$ cat src/rtl/ssd_pkg.sv
// Shared types, widths and constants for the seven-segment scan driver.
// Used by ssd_encode, ssd_frame_seq and the top level; depends on nothing.
package ssd_pkg;

    localparam int VALUE_W   = 14;
    localparam int SYM_W     = 5;
    localparam int SEG_W     = 8;
    localparam int SEL_W     = 2;
    localparam int DWELL_W   = 20;
    localparam int MUL_W     = VALUE_W + 2;
    localparam int EMIT_CAP  = 4;
    localparam int SYM_COUNT = 18;

    localparam logic [DWELL_W-1:0] DWELL_RESET = 20'd72000;
    localparam logic [SEG_W-1:0]   DOT_BIT     = 8'h80;

    typedef enum logic {
        REQ_NUMBER = 1'b0,
        REQ_SYMBOL = 1'b1
    } t_req;

    // hex digits 0-f, then minus, then blank
    localparam logic [SEG_W-1:0] SEG_TABLE [SYM_COUNT] = '{
        8'h3f, 8'h06, 8'h5b, 8'h4f, 8'h66, 8'h6d, 8'h7d, 8'h07,
        8'h7f, 8'h6f, 8'h77, 8'h7c, 8'h39, 8'h5e, 8'h79, 8'h71,
        8'h40, 8'h00
    };

    // One decoded request, ready for the frame sequencer.
    typedef struct packed {
        logic                              keep;
        logic                              sym;
        logic [SEL_W-1:0]                  pos;
        logic [SEL_W-1:0]                  last_dig;
        logic [EMIT_CAP-1:0][SEG_W-1:0]    seg;
    } t_run;

    function automatic logic [SEG_W-1:0] seg_of(input logic [SYM_W-1:0] s);
        logic [SEG_W-1:0] r;
        r = '0;
        if (s < SYM_W'(SYM_COUNT)) begin
            r = SEG_TABLE[s];
        end
        return r;
    endfunction

    function automatic longint unsigned pow10(input int k);
        longint unsigned p;
        p = 1;
        for (int i = 0; i < k; i++) begin
            p = p * 10;
        end
        return p;
    endfunction

endpackage

$ cat src/rtl/seven_segment_scan_driver.sv
// Top level of the seven-segment scan driver: dwell register, request
// decode and frame sequencing. Depends on ssd_pkg, ssd_encode, ssd_frame_seq.
//
// Usage:
//   Requests enter on i_valid/o_ready with i_req_type, i_value, i_digit_pos,
//   i_symbol and i_dot_on. A number request yields a segment frame and a
//   blanking frame for each shown digit (DIGITS, capped at four); a symbol
//   request yields one pair. A symbol above 17 yields no frame at all.
//   Frames leave on o_valid/i_ready; o_last_of_run marks a run's final beat.
//   i_cfg_we writes i_cfg_wdata into the dwell count; write it only while idle.
//   A request passes the decode's input and quotient registers, the run
//   register and the output register before its first segment beat. Each
//   digit presents the segment frame, counts the dwell down in the dwell
//   counter, presents the blank and returns to idle before the next digit;
//   the dwell counter sets the rate. Decode takes new requests every cycle
//   while o_ready is high and buffers up to two behind the run being shown.
//   A stalled receiver holds the current frame; the dwell starts only when
//   the segment beat is taken. Reset empties all stages and loads the
//   dwell count with 72000.
module seven_segment_scan_driver import ssd_pkg::*; #(
    parameter int unsigned DIGITS = 4
) (
    input  logic               i_clk,
    input  logic               i_rst_n,
    input  logic               i_cfg_we,
    input  logic [DWELL_W-1:0] i_cfg_wdata,
    input  logic               i_valid,
    output logic               o_ready,
    input  logic               i_req_type,
    input  logic [VALUE_W-1:0] i_value,
    input  logic [SEL_W-1:0]   i_digit_pos,
    input  logic [SYM_W-1:0]   i_symbol,
    input  logic               i_dot_on,
    output logic               o_valid,
    input  logic               i_ready,
    output logic [SEL_W-1:0]   o_digit_select,
    output logic [SEG_W-1:0]   o_segment_byte,
    output logic               o_is_blank,
    output logic               o_last_of_run
);

    logic [DWELL_W-1:0] r_dwell_cycles;
    logic               w_run_valid;
    logic               w_run_ready;
    t_run               w_run;

    always_ff @(posedge i_clk) begin
        if (!i_rst_n) begin
            r_dwell_cycles <= DWELL_RESET;
        end else if (i_cfg_we) begin
            r_dwell_cycles <= i_cfg_wdata;
        end
    end

    ssd_encode #(
        .DIGITS (DIGITS)
    ) u_encode (
        .i_clk       (i_clk),
        .i_rst_n     (i_rst_n),
        .i_valid     (i_valid),
        .o_ready     (o_ready),
        .i_req_type  (i_req_type),
        .i_value     (i_value),
        .i_digit_pos (i_digit_pos),
        .i_symbol    (i_symbol),
        .i_dot_on    (i_dot_on),
        .o_valid     (w_run_valid),
        .i_ready     (w_run_ready),
        .o_run       (w_run)
    );

    ssd_frame_seq u_seq (
        .i_clk          (i_clk),
        .i_rst_n        (i_rst_n),
        .i_run_valid    (w_run_valid),
        .o_run_ready    (w_run_ready),
        .i_run          (w_run),
        .i_dwell        (r_dwell_cycles),
        .o_valid        (o_valid),
        .i_ready        (i_ready),
        .o_digit_select (o_digit_select),
        .o_segment_byte (o_segment_byte),
        .o_is_blank     (o_is_blank),
        .o_last_of_run  (o_last_of_run)
    );

    // a run always ends on a blanking beat
    a_last_is_blank: assert property (@(posedge i_clk) disable iff (!i_rst_n)
        o_valid && o_last_of_run |-> o_is_blank)
        else $error("last_of_run on a segment beat");

    // the dwell separates a taken segment beat from its blank
    a_dwell_gap: assert property (@(posedge i_clk) disable iff (!i_rst_n)
        o_valid && i_ready && !o_is_blank |=> !o_valid)
        else $error("blank beat without dwell gap");

    a_blank_zero: assert property (@(posedge i_clk) disable iff (!i_rst_n)
        o_valid && o_is_blank |-> o_segment_byte == '0)
        else $error("blanking beat carries lit segments");

    a_reset_idle: assert property (@(posedge i_clk)
        !i_rst_n |=> !o_valid)
        else $error("output valid right after reset");

endmodule

$ cat src/rtl/ssd_encode.sv
// Request decode: saturation, decimal digit split by reciprocal multiply,
// and segment lookup. Two register stages; depends on ssd_pkg.
module ssd_encode import ssd_pkg::*; #(
    parameter int unsigned DIGITS = 4
) (
    input  logic               i_clk,
    input  logic               i_rst_n,
    input  logic               i_valid,
    output logic               o_ready,
    input  logic               i_req_type,
    input  logic [VALUE_W-1:0] i_value,
    input  logic [SEL_W-1:0]   i_digit_pos,
    input  logic [SYM_W-1:0]   i_symbol,
    input  logic               i_dot_on,
    output logic               o_valid,
    input  logic               i_ready,
    output t_run               o_run
);

    localparam int NEMIT = (DIGITS < EMIT_CAP) ? DIGITS : EMIT_CAP;
    localparam longint unsigned LIMIT = pow10(DIGITS) - 1;
    localparam longint unsigned VMAX  = (64'd1 << VALUE_W) - 1;
    localparam logic [VALUE_W-1:0] SAT_V = VALUE_W'((LIMIT < VMAX) ? LIMIT : VMAX);

    logic               r_in_vld;
    logic               r_in_req;
    logic [VALUE_W-1:0] r_in_val;
    logic [SEL_W-1:0]   r_in_pos;
    logic [SYM_W-1:0]   r_in_sym;
    logic               r_in_dot;

    logic               r_q_vld;
    logic               r_q_req;
    logic [SEL_W-1:0]   r_q_pos;
    logic [SYM_W-1:0]   r_q_sym;
    logic               r_q_dot;
    logic [VALUE_W-1:0] r_q [NEMIT];

    logic [VALUE_W-1:0] w_q [NEMIT];
    logic [3:0]         w_dig [NEMIT];
    logic               w_adv1;
    logic [VALUE_W-1:0] n_val;

    assign w_adv1  = r_in_vld && (!r_q_vld || i_ready);
    assign o_ready = !r_in_vld || w_adv1;
    assign o_valid = r_q_vld;
    assign n_val   = (i_value > SAT_V) ? SAT_V : i_value;

    // floor(v / 10^k) as (v * m) >> s, exact for every 14-bit v
    for (genvar j = 0; j < NEMIT; j++) begin : g_quot
        localparam longint unsigned D = pow10(int'(DIGITS) - 1 - j);
        localparam int L = $clog2(D);
        localparam int S = VALUE_W + L;
        localparam longint unsigned M = ((64'd1 << S) + D - 1) / D;
        localparam logic [MUL_W-1:0] MK = MUL_W'(M);
        logic [VALUE_W+MUL_W-1:0] w_prod;
        assign w_prod = r_in_val * MK;
        assign w_q[j] = VALUE_W'(w_prod >> S);
    end

    // digit = q[j] - 10 * q[j-1]; the top quotient is already one digit
    for (genvar j = 0; j < NEMIT; j++) begin : g_dig
        if (j == 0) begin : g_top
            assign w_dig[j] = r_q[j][3:0];
        end else begin : g_low
            logic [VALUE_W-1:0] w_diff;
            assign w_diff = r_q[j] - {r_q[j-1][VALUE_W-4:0], 3'b000}
                                   - {r_q[j-1][VALUE_W-2:0], 1'b0};
            assign w_dig[j] = w_diff[3:0];
        end
    end

    always_comb begin
        o_run          = '0;
        o_run.pos      = r_q_pos;
        if (r_q_req == REQ_SYMBOL) begin
            o_run.sym      = 1'b1;
            o_run.keep     = (r_q_sym < SYM_W'(SYM_COUNT));
            o_run.last_dig = '0;
            o_run.seg[0]   = seg_of(r_q_sym) | (r_q_dot ? DOT_BIT : '0);
        end else begin
            o_run.sym      = 1'b0;
            o_run.keep     = 1'b1;
            o_run.last_dig = SEL_W'(NEMIT - 1);
            for (int j = 0; j < NEMIT; j++) begin
                o_run.seg[j] = seg_of({1'b0, w_dig[j]});
            end
        end
    end

    always_ff @(posedge i_clk) begin
        if (!i_rst_n) begin
            r_in_vld <= 1'b0;
            r_q_vld  <= 1'b0;
        end else begin
            if (o_ready) begin
                r_in_vld <= i_valid;
            end
            if (!r_q_vld || i_ready) begin
                r_q_vld <= r_in_vld;
            end
        end
        if (i_valid && o_ready) begin
            r_in_req <= i_req_type;
            r_in_val <= n_val;
            r_in_pos <= i_digit_pos;
            r_in_sym <= i_symbol;
            r_in_dot <= i_dot_on;
        end
        if (w_adv1) begin
            r_q_req <= r_in_req;
            r_q_pos <= r_in_pos;
            r_q_sym <= r_in_sym;
            r_q_dot <= r_in_dot;
            for (int j = 0; j < NEMIT; j++) begin
                r_q[j] <= w_q[j];
            end
        end
    end

endmodule

$ cat src/rtl/ssd_frame_seq.sv
// Frame sequencer: walks a decoded run, emitting a segment frame, holding
// it for the dwell count, then a blanking frame per digit. Uses ssd_pkg.
module ssd_frame_seq import ssd_pkg::*; (
    input  logic               i_clk,
    input  logic               i_rst_n,
    input  logic               i_run_valid,
    output logic               o_run_ready,
    input  t_run               i_run,
    input  logic [DWELL_W-1:0] i_dwell,
    output logic               o_valid,
    input  logic               i_ready,
    output logic [SEL_W-1:0]   o_digit_select,
    output logic [SEG_W-1:0]   o_segment_byte,
    output logic               o_is_blank,
    output logic               o_last_of_run
);

    typedef enum logic [1:0] {
        ST_IDLE,
        ST_SEG,
        ST_DWELL,
        ST_BLANK
    } t_state;

    t_state             r_state;
    t_run               r_run;
    logic               r_run_vld;
    logic [SEL_W-1:0]   r_dig;
    logic [DWELL_W-1:0] r_cnt;
    logic               r_o_vld;
    logic [SEL_W-1:0]   r_o_sel;
    logic [SEG_W-1:0]   r_o_seg;
    logic               r_o_blank;
    logic               r_o_last;

    logic               w_fin;
    logic [SEL_W-1:0]   w_sel;

    assign w_fin       = (r_state == ST_BLANK) && i_ready && r_o_last;
    assign o_run_ready = !r_run_vld || w_fin;
    assign w_sel       = r_run.sym ? r_run.pos : r_dig;

    assign o_valid        = r_o_vld;
    assign o_digit_select = r_o_sel;
    assign o_segment_byte = r_o_seg;
    assign o_is_blank     = r_o_blank;
    assign o_last_of_run  = r_o_last;

    always_ff @(posedge i_clk) begin
        if (!i_rst_n) begin
            r_state   <= ST_IDLE;
            r_run_vld <= 1'b0;
            r_o_vld   <= 1'b0;
            r_dig     <= '0;
        end else begin
            unique case (r_state)
                ST_IDLE: begin
                    if (r_run_vld) begin
                        r_o_vld   <= 1'b1;
                        r_o_sel   <= w_sel;
                        r_o_seg   <= r_run.seg[r_dig];
                        r_o_blank <= 1'b0;
                        r_o_last  <= 1'b0;
                        r_state   <= ST_SEG;
                    end
                end
                ST_SEG: begin
                    // segment beat latched: start the dwell
                    if (i_ready) begin
                        r_o_vld <= 1'b0;
                        r_cnt   <= i_dwell;
                        r_state <= ST_DWELL;
                    end
                end
                ST_DWELL: begin
                    if (r_cnt == '0) begin
                        r_o_vld   <= 1'b1;
                        r_o_seg   <= '0;
                        r_o_blank <= 1'b1;
                        r_o_last  <= (r_dig == r_run.last_dig);
                        r_state   <= ST_BLANK;
                    end else begin
                        r_cnt <= r_cnt - 1'b1;
                    end
                end
                ST_BLANK: begin
                    if (i_ready) begin
                        r_o_vld <= 1'b0;
                        r_state <= ST_IDLE;
                        if (r_o_last) begin
                            r_dig <= '0;
                        end else begin
                            r_dig <= r_dig + 1'b1;
                        end
                    end
                end
                default: r_state <= ST_IDLE;
            endcase
            // take the next run; drop requests that show nothing
            if (i_run_valid && o_run_ready) begin
                r_run_vld <= i_run.keep;
            end else if (w_fin) begin
                r_run_vld <= 1'b0;
            end
        end
        if (i_run_valid && o_run_ready) begin
            r_run <= i_run;
        end
    end

endmodule

$ cat config.mk
export PLATFORM = sky130hd
export DESIGN_NAME = seven_segment_scan_driver
export DESIGN_NICKNAME = d
export VERILOG_FILES = /design/src/rtl/ssd_pkg.sv /design/src/rtl/seven_segment_scan_driver.sv /design/src/rtl/ssd_encode.sv /design/src/rtl/ssd_frame_seq.sv
export SDC_FILE = /design/constraint.sdc
export NUM_CORES = 1
export LEC_CHECK = 0
export BUFFER_PORTS_ARGS = -buffer_cell sky130_fd_sc_hd__buf_2
export CAP_MARGIN = 20
export CORE_ASPECT_RATIO = 1.2
export CORE_MARGIN = 1.5
export CORE_UTILIZATION = 44
export CTS_CLUSTER_DIAMETER = 50
export DETAILED_ROUTE_END_ITERATION = 16
export GPL_ROUTABILITY_DRIVEN = 0
export HOLD_SLACK_MARGIN = 0.12
export PLACE_DENSITY_LB_ADDON = 0.05
export REMOVE_ABC_BUFFERS = 1
export SLEW_MARGIN = 10
export SYNTH_ARGS = -nofsm -noshare
export SYNTH_HDL_FRONTEND = slang
export SYNTH_SLANG_ARGS = --single-unit
$ cat constraint.sdc
create_clock -name i_clk -period 6.7 [get_ports i_clk]
set_input_delay 0.67 -clock i_clk [delete_from_list [all_inputs] [get_ports i_clk]]
set_output_delay 0.67 -clock i_clk [all_outputs]
set_load 0.02 [all_outputs]
==> metrics.md, run 1 <==
| Metric | Value |
|---|---|
| Outcome | finished clean |
| Post-DR wirelength/cell | 18.35 µm |
| Worst Setup Start Kind | register |
| Layout Nets | 1960 |
| Mux share of post-synthesis cell area | 3.169% |
| Final antenna-violating net count | 0 |
| Worst EP required | 6.88 ns |
| CTS H-tree lvls | 4 |
| Synth Area in Compound Gates | 8.147% |
| HP Start | i_req_type |
| Post-CTS setup buffer count | 0 |
| Crit path to | u_encode.r_q[2][3]$_DFFE_PP_ |
| Hold Path Class | in -> reg |
| Vias in the first global route | 10496 |
| TNS Setup | 0 ns |
| FMAX | 178.7 MHz |
| Pwr/cell area | 402.5 nW/µm² |
| CTS tree | built |
| Unrepaired setup endpoints after global routing | false |
| Yosys reg bits | 141 |
| Clk buf depth | 2 |
| Max VDD drop | 0.2336 mV |
| # hold bufs at CTS | 0 |
| Initial Util | 45.01% |
| Power Total | 6636 µW |
| DP Wirelength | 30050 µm |
| Final Core Density | 49.45% |
| I/O Pins | 62 |
| Slew HR | 41.91% |
| Static leakage | 0.007878 µW |
| Pre-CTS setup slack | 1.057 ns |
| Drt first-iter violations | 351 |
| Area Growth Syn to Fin | 9.865% |
| Mean post-synth cell area | 10.51 µm² |
| Max_cap viols | 0 |
| Clock sinks | 141 |
| Worst Setup End Kind | register |
| Internal power | 3577 µW |
| Clk network pwr share | 14.7% |
| Fillers | 3084 |
| Reg-to-reg setup timing slack | 1.10 ns |
| Clock root buffer | clkbuf_16 |
| Critical R2R Launch | u_encode.r_in_val[3]$_SDFFCE_PN1P_ |
| Number of synthesized flops with an enable pin | 113 |
| Die Ht | 205.3 µm |
| Flop pwr share | 19.4% |
| Total CTS buffers | 17 |
| Worst slew pin tran | 0.8651 ns |
| Synthesized area | 15000 µm² |
| Share of cells above drive strength 1 | 8.946% |
| WP data arrival | 5.77 ns |
| Fin. max-slew vios | 0 |
| Storage cell area | 3954 µm² |
| Clock period minus worst slack | 5.596 ns |
| Crit path max fanout | 11 |
| Synth Warn # | 0 |
| Die X | 171.6 µm |
| Setup violators final | 0 |
| R2R cell count | 18 |
| Post-synthesis instance total | 1428 |
| Final wirelength | 35960 µm |
| Most common cell after layout, fill and taps aside | inv_1 |
| Largest net degree at the start of global routing | 34 |
| Row count | 73 |
| Synth async-reset ratio | 0% |
| Worst reg2reg endpoint | u_encode.r_q[2][3]$_DFFE_PP_ |
| CP Class | reg -> reg |
| DRC violations left | 0 |
| Post-synthesis xor/xnor area fraction | 2.977% |
| First-pass DRT Iterations | 5 |
| Simple-gate area share of the yosys netlist | 9.006% |
| Resized Gates After CTS | 0 |
| I/O Buffers | 61 |
| Multi-input combinational cell area | 9746 µm² |
| Switching part of the total | 46.09% |
| Final worst slack | 1.104 ns |
| Clk_lat worst skew | 0.45 ns |
| Via count | 9929 |
| Die ar. | 35220 µm² |
| Final hold violations | 0 |
| Switching power | 3058 µW |
| Crit path launch | u_encode.r_in_val[3]$_SDFFCE_PN1P_ |
| Comb power frac | 65.9% |
| Core footprint | 33340 µm² |
| Post-synthesis sequential area ratio | 26.35% |
| Clock transition at path regs | 0.07 ns |
| First-pass GRT wire length | 56730 µm |
| Commonest non-fill, non-tap cells in the layout | 325 x inv_1, 279 x ha_1, 137 x fa_1 |
| Number of antenna violations at the first check in global routing | 2 |
| Fin crit share | 83.53% |
| DR vias/cell | 5.066 |
| Clock Skew | 0.01649 ns |
| Adder-Cell Fraction of Synth Area | 41.54% |
| All-Layer GR Usage | 21.70% |
| Primary FF master, synth | edfxtp_1 |
| Congestion Overflow GR | 0 |
| Largest family of logic cells by synthesized area | adder cells |
| Synth unique cells | 74 |
[power by group through the flow]
stage	sequential [µW]	combinational (µW)	clock [µW]
floorplan	1300	3290	0
global placement	1310	4350	0
detailed placement	1310	4370	0
CTS	1290	4410	1010
global route	1310	5030	1030
finish	1290	4370	977
[synth_stat cells (3+ instances only)]
cell type,instances,area (µm²)
a211o_1,5,43.79
a211oi_1,18,135.1
a21boi_0,5,37.54
a21o_1,8,60.06
a21oi_1,59,295.3
a221oi_1,5,43.79
a311oi_1,5,43.79
a31oi_1,10,62.56
and2_1,18,112.6
buf_2,6,30.03
clkbuf_1,18,67.56
dfxtp_1,28,560.5
edfxtp_1,113,3393
fa_1,137,2743
ha_1,279,3491
inv_1,325,1220
mux2i_1,25,250.2
mux4_2,9,202.7
nand2_1,48,180.2
nand2b_1,11,68.82
nand3_1,21,105.1
nand4_1,7,43.79
nor2_1,66,247.7
nor2b_1,29,181.4
nor3_1,19,95.09
nor3b_1,3,22.52
nor4_1,4,25.02
o2111ai_1,3,26.28
o21a_1,6,45.04
o21ai_0,22,110.1
o21ai_1,3,15.01
o21bai_1,3,22.52
o31ai_1,4,30.03
or3_1,6,37.54
xnor2_1,37,324.1
xor2_1,14,122.6
[worst max-delay path: stages, from the launching register on]
cell	delay, ns
edfxtp_1	0.72
inv_1	0.17
ha_1	0.32
inv_1	0.09
ha_1	0.20
inv_1	0.09
fa_1	0.57
inv_1	0.08
fa_1	0.53
inv_1	0.06
fa_1	0.49
fa_1	0.51
inv_1	0.04
ha_1	0.30
o21a_1	0.20
a2111oi_2	0.47
nor2_1	0.14
a221oi_2	0.25
xnor2_1	0.10
[kinds of logic after synthesis]
family | Yosys count
adder cells (fa/ha/maj) | 416
buffers and inverters | 350
AND/OR/NAND/NOR | 253
AO/OA/AOI/OAI | 181
flip-flops | 141
XOR/XNOR | 51
multiplexers | 36
[routing by layer]
metal	vias to the layer above	global-route usage [%]	wire [µm]	part of all wire, %
met4	0	9.179	1275	3.5
li1	4898	-	-	-
met5	-	0	0	0
met2	148	40.59	19220	53
met1	4834	24.66	14620	41
met3	49	2.539	843	2.3
[per-stage QoR]
stage | cell area [µm²] | std cells | hold WS, ns
after floorplan | 14900 | 1403 | 0.4003
after global placement | 15880 | 1926 | 0.4063
after detailed placement | 15890 | 1927 | 0.4082
after CTS | 16480 | 1959 | 0.3773
after global routing | 16480 | 1960 | 0.3809
final | 16480 | 1960 | 0.4044
[final cells by class]
class                           instances  area share, %
Multi-Input combinational cell        937          59.12
Clock inverter                         14         0.9715
Clock buffer                           18          2.603
Timing Repair Buffer                   74          2.490
Antenna cell                            1        0.01518
Sequential cell                       141          23.98
Inverter                              325          7.400
Tap cell                              450          3.416
[how the worst min path moves through the flow]
stage | endpoint | cells past startpoint | slack (ns)
global route | u_encode.r_in_req$_DFFE_PP_ | 1 | 0.38
floorplan | u_encode.r_q_dot$_DFFE_PP_ | 0 | 0.40
finish | u_encode.r_in_req$_DFFE_PP_ | 1 | 0.40
detailed placement | u_seq.r_run[35]$_DFFE_PP_ | 0 | 0.41
global placement | u_encode.r_q_sym[3]$_DFFE_PP_ | 0 | 0.41
CTS | u_encode.r_in_req$_DFFE_PP_ | 1 | 0.38
[state kept, by name, summed over array words and instances (netlist names), 2 cells and up]
name,cells
u_encode.r_in_val,14
u_encode.r_in_pos,2
u_seq.o_digit_select,2
r_dwell_cycles,20
u_encode.r_q_pos,2
u_seq.r_run,33
u_seq.r_cnt,20
u_encode.r_q_sym,5
u_encode.r_in_sym,5
u_seq.o_segment_byte,8
u_seq.r_state,2
u_seq.r_dig,2
u_encode.r_q,16
Power figures use the tool's default switching activity.
==> inputs of run 2 (changes only) <==
ABC_AREA = 1   (was unset)
clock period = 5.7 ns   (was 6.7 ns; I/O delays follow)
==> run 2 against run 1 <==
Net effect:
- synthesized cell count rose by 40%
- flip-flop and latch count did not move
- core utilization is 0.76 points lower
- critical path depth up 3
- combinational power is 45% higher
- register-to-register slack got worse by 0.48 ns
- clock skew is 0.0076 ns lower
- total power up 35%
- wire length is 8.8% higher
- non-clock buffer count rose by 6
- worst setup slack lost 0.48 ns
- via count is 25% higher
- largest power group unchanged
==> metrics.md, run 2 <==
| Metric | Value |
|---|---|
| Outcome | finished clean (unchanged) |
| Post-CTS setup buffer count | 0 (unchanged) |
| Final hold violations | 0 (unchanged) |
| Via count | 12374 (was 9929) |
| Worst Setup End Kind | register (unchanged) |
| Clock transition at path regs | 0.07 ns (about the same) |
| Number of synthesized flops with an enable pin | 113 (unchanged) |
| Drt first-iter violations | 485 (was 351) |
| Setup violators final | 0 (unchanged) |
| Primary FF master, synth | edfxtp_1 (unchanged) |
| Largest family of logic cells by synthesized area | adder cells (unchanged) |
| Max_cap viols | 0 (unchanged) |
| Synthesized area | 16360 µm² (was 15000 µm²) |
| CTS H-tree lvls | 4 (unchanged) |
| Cell taking the most area after synthesis | ha_1 (unchanged) |
| Pwr/cell area | 499.5 nW/µm² (was 402.5 nW/µm²) |
| First-pass GRT wire length | 64740 µm (was 56730 µm) |
| Final non-filler cell total | 2559 (was 1960) |
| Share of cells above drive strength 1 | 6.811% (was 8.946%) |
| Core footprint | 36710 µm² (was 33340 µm²) |
| Yosys top cell area share | 21.34% (was 23.27%) |
| Commonest non-fill, non-tap cells in the layout | 467 x inv_1, 391 x nand2_1, 279 x ha_1 (was 325 x inv_1, 279 x ha_1, 137 x fa_1) |
| Critical R2R Launch | u_encode.r_in_val[12]$_SDFFCE_PN0P_ (was u_encode.r_in_val[3]$_SDFFCE_PN1P_) |
| Met3 WL | 863 µm (was 843 µm) |
| Largest net degree at the start of global routing | 35 (was 34) |
| Post-DR wirelength/cell | 15.28 µm (was 18.35 µm) |
| DP Wirelength | 33170 µm (was 30050 µm) |
| Slew HR | 44.55% (was 41.91%) |
| Power Total | 8928 µW (was 6636 µW) |
| Congestion Overflow GR | 0 (unchanged) |
| Crit path to | u_encode.r_q[2][1]$_DFFE_PP_ (was u_encode.r_q[2][3]$_DFFE_PP_) |
| Simple-gate area share of the yosys netlist | 18.56% (was 9.006%) |
| Vias in the first global route | 13144 (was 10496) |
| Clk_lat worst skew | 0.45 ns (about the same) |
| Static leakage | 0.009495 µW (was 0.007878 µW) |
| Top Registers | u_seq.r_run (33), r_dwell_cycles (20), u_seq.r_cnt (20) (unchanged) |
| Total CTS buffers | 17 (unchanged) |
| CTS tree | built (unchanged) |
| Initial Util | 44.56% (was 45.01%) |
| DR vias/cell | 4.835 (was 5.066) |
| CP Class | reg -> reg (unchanged) |
| Post-synthesis xor/xnor area fraction | 1.232% (was 2.977%) |
| Worst Setup Start Kind | register (unchanged) |
| DRC violations left | 0 (unchanged) |
| Area Growth Syn to Fin | 9.263% (was 9.865%) |
| Post-synthesis instance total | 1995 (was 1428) |
| Most common cell after layout, fill and taps aside | inv_1 (unchanged) |
| Worst EP required | 5.90 ns (was 6.88 ns) |
| Max FFs per register | 33 (unchanged) |
| Most common cell in the synthesized netlist | inv_1 (unchanged) |
| Crit path launch | u_encode.r_in_val[12]$_SDFFCE_PN0P_ (was u_encode.r_in_val[3]$_SDFFCE_PN1P_) |
| Worst reg2reg endpoint | u_encode.r_q[2][1]$_DFFE_PP_ (was u_encode.r_q[2][3]$_DFFE_PP_) |
| Ant diodes | 0 (was 1) |
| Mux share of post-synthesis cell area | 0% (was 3.169%) |
| Layout Nets | 2536 (was 1960) |
| Metal2 WL | 20520 µm (was 19220 µm) |
| Synth top area cells | ha_1 21%, edfxtp_1 21%, fa_1 17% (was ha_1 23%, edfxtp_1 23%, fa_1 18%) |
| All-Layer GR Usage | 21.99% (was 21.70%) |
| Clk buf depth | 2 (unchanged) |
| Final Core Density | 48.69% (was 49.45%) |
| Synth Warn # | 0 (unchanged) |
| Number of antenna violations at the first check in global routing | 1 (was 2) |
| Placed insts | 2527 (was 1927) |
| Top Layer Used | met4 (unchanged) |
| Fin. max-slew vios | 0 (unchanged) |
| Max VDD drop | 0.3004 mV (was 0.2336 mV) |
| Crit path max fanout | 4 (was 11) |
| Die X | 179.0 µm (was 171.6 µm) |
| Final wirelength | 39110 µm (was 35960 µm) |
| Fin crit share | 89.01% (was 83.53%) |
| R2R cell count | 21 (was 18) |
| Clock root buffer | clkbuf_16 (unchanged) |
| Reg-to-reg setup timing slack | 0.63 ns (was 1.10 ns) |
| Row count | 77 (was 73) |
| First-pass DRT Iterations | 5 (unchanged) |
| Die ar. | 38350 µm² (was 35220 µm²) |
| I/O Buffers | 61 (unchanged) |
| Worst slew pin tran | 0.8286 ns (was 0.8651 ns) |
| FMAX | 197.1 MHz (was 178.7 MHz) |
| Synth Area in Compound Gates | 6.502% (was 8.147%) |
| Post-synthesis sequential area ratio | 24.17% (was 26.35%) |
| Reg with most FFs | u_seq.r_run (unchanged) |
| Yosys reg bits | 141 (unchanged) |
| Final antenna-violating net count | 0 (unchanged) |
| Clock Skew | 0.008929 ns (was 0.01649 ns) |
| WP data arrival | 5.28 ns (was 5.77 ns) |
| Die Ht | 214.2 µm (was 205.3 µm) |
| Unrepaired setup endpoints after global routing | false (unchanged) |
| # hold bufs at CTS | 0 (unchanged) |
| TNS Setup | 0 ns (unchanged) |
| Hold Path Class | in -> reg (unchanged) |
| WL met1 | 16260 µm (was 14620 µm) |
| Fillers | 3657 (was 3084) |
| Resized Gates After CTS | 0 (unchanged) |
| Adder-Cell Fraction of Synth Area | 38.11% (was 41.54%) |
| Synth async-reset ratio | 0% (unchanged) |
| Mean post-synth cell area | 8.199 µm² (was 10.51 µm²) |
| Synth unique cells | 44 (was 74) |
| Clock period minus worst slack | 5.073 ns (was 5.596 ns) |
| Clock sinks | 141 (unchanged) |
| Synth top cells by count | 467 x inv_1, 391 x nand2_1, 279 x ha_1 (was 325 x inv_1, 279 x ha_1, 137 x fa_1) |
| I/O Pins | 62 (unchanged) |
==> run 2: area by class of cell <==
type / instances / area, µm² / share of cell area [%]
inverters: 472 / 1772 / 9.913
clock inverters: 10 / 68.82 / 0.3850
multi-input cells: 1360 / 10540 / 58.98
well taps: 474 / 593.1 / 3.318
clock buffers: 22 / 496.7 / 2.779
flip-flops and latches: 141 / 3954 / 22.12
repair buffers: 80 / 447.9 / 2.506
==> run 2: stage by stage <==
step / hold WS [ns] / instance area (µm²) / setup slack (ns)
floorplan: 0.4003 / 16260 / 0.7395
global placement: 0.4038 / 17310 / 0.6644
detailed placement: 0.4057 / 17310 / 0.6139
CTS: 0.2677 / 17870 / 0.5938
global route: 0.2872 / 17870 / 0.3661
finish: 0.2952 / 17870 / 0.6266
==> run 2: power by group <==
group          internal, µW  switching, µW  total, µW  leakage, µW
Clock                   623            465       1090     0.000282
Combinational          2410           3940       6350      0.00792
Sequential             1380            114       1490      0.00129
Total                  4410           4520       8930      0.00950
==> run 2: critical path, stage by stage, from the launching register on <==
cell,delay (ns)
edfxtp_1,0.46
inv_1,0.20
ha_1,0.26
inv_1,0.17
fa_1,0.45
fa_1,0.52
inv_1,0.05
fa_1,0.55
inv_1,0.06
fa_1,0.49
inv_1,0.05
fa_1,0.49
inv_1,0.04
ha_1,0.31
nand2_1,0.10
inv_1,0.05
nand2_1,0.06
nand3_1,0.06
a21oi_1,0.21
nand3_1,0.11
nand2_1,0.07
nand2_1,0.04
==> run 2: how the worst min path moves through the flow <==
stage / from / to / slack (ns) / depth (start not counted)
floorplan: u_encode.r_in_dot$_DFFE_PP_ / u_encode.r_q_dot$_DFFE_PP_ / 0.40 / 0
global placement: u_encode.r_in_sym[1]$_DFFE_PP_ / u_encode.r_q_sym[1]$_DFFE_PP_ / 0.40 / 0
detailed placement: u_encode.r_in_dot$_DFFE_PP_ / u_encode.r_q_dot$_DFFE_PP_ / 0.41 / 0
CTS: i_req_type / u_encode.r_in_req$_DFFE_PP_ / 0.27 / 1
global route: i_symbol[4] / u_encode.r_in_sym[4]$_DFFE_PP_ / 0.29 / 1
finish: i_req_type / u_encode.r_in_req$_DFFE_PP_ / 0.30 / 1
==> run 2: kinds of logic (layout without fill, tap and decap cells) <==
| logic type | Yosys count | in the layout |
|---|---|---|
| adders and majority gates | 416 | 416 |
| xor gates and xnor gates | 23 | 23 |
| AOI/OAI and AO/OA | 196 | 196 |
| DFF | 141 | 141 |
| buffers and inverters | 494 | 584 |
| and+or+nand+nor | 725 | 725 |
==> run 2: routing by layer <==
| metal | vias to the layer above | global-route usage [%] |
|---|---|---|
| met5 | - | 0 |
| met4 | 0 | 9.222 |
| met3 | 71 | 2.819 |
| li1 | 6382 | - |
| met1 | 5734 | 24.73 |
| met2 | 187 | 40.89 |
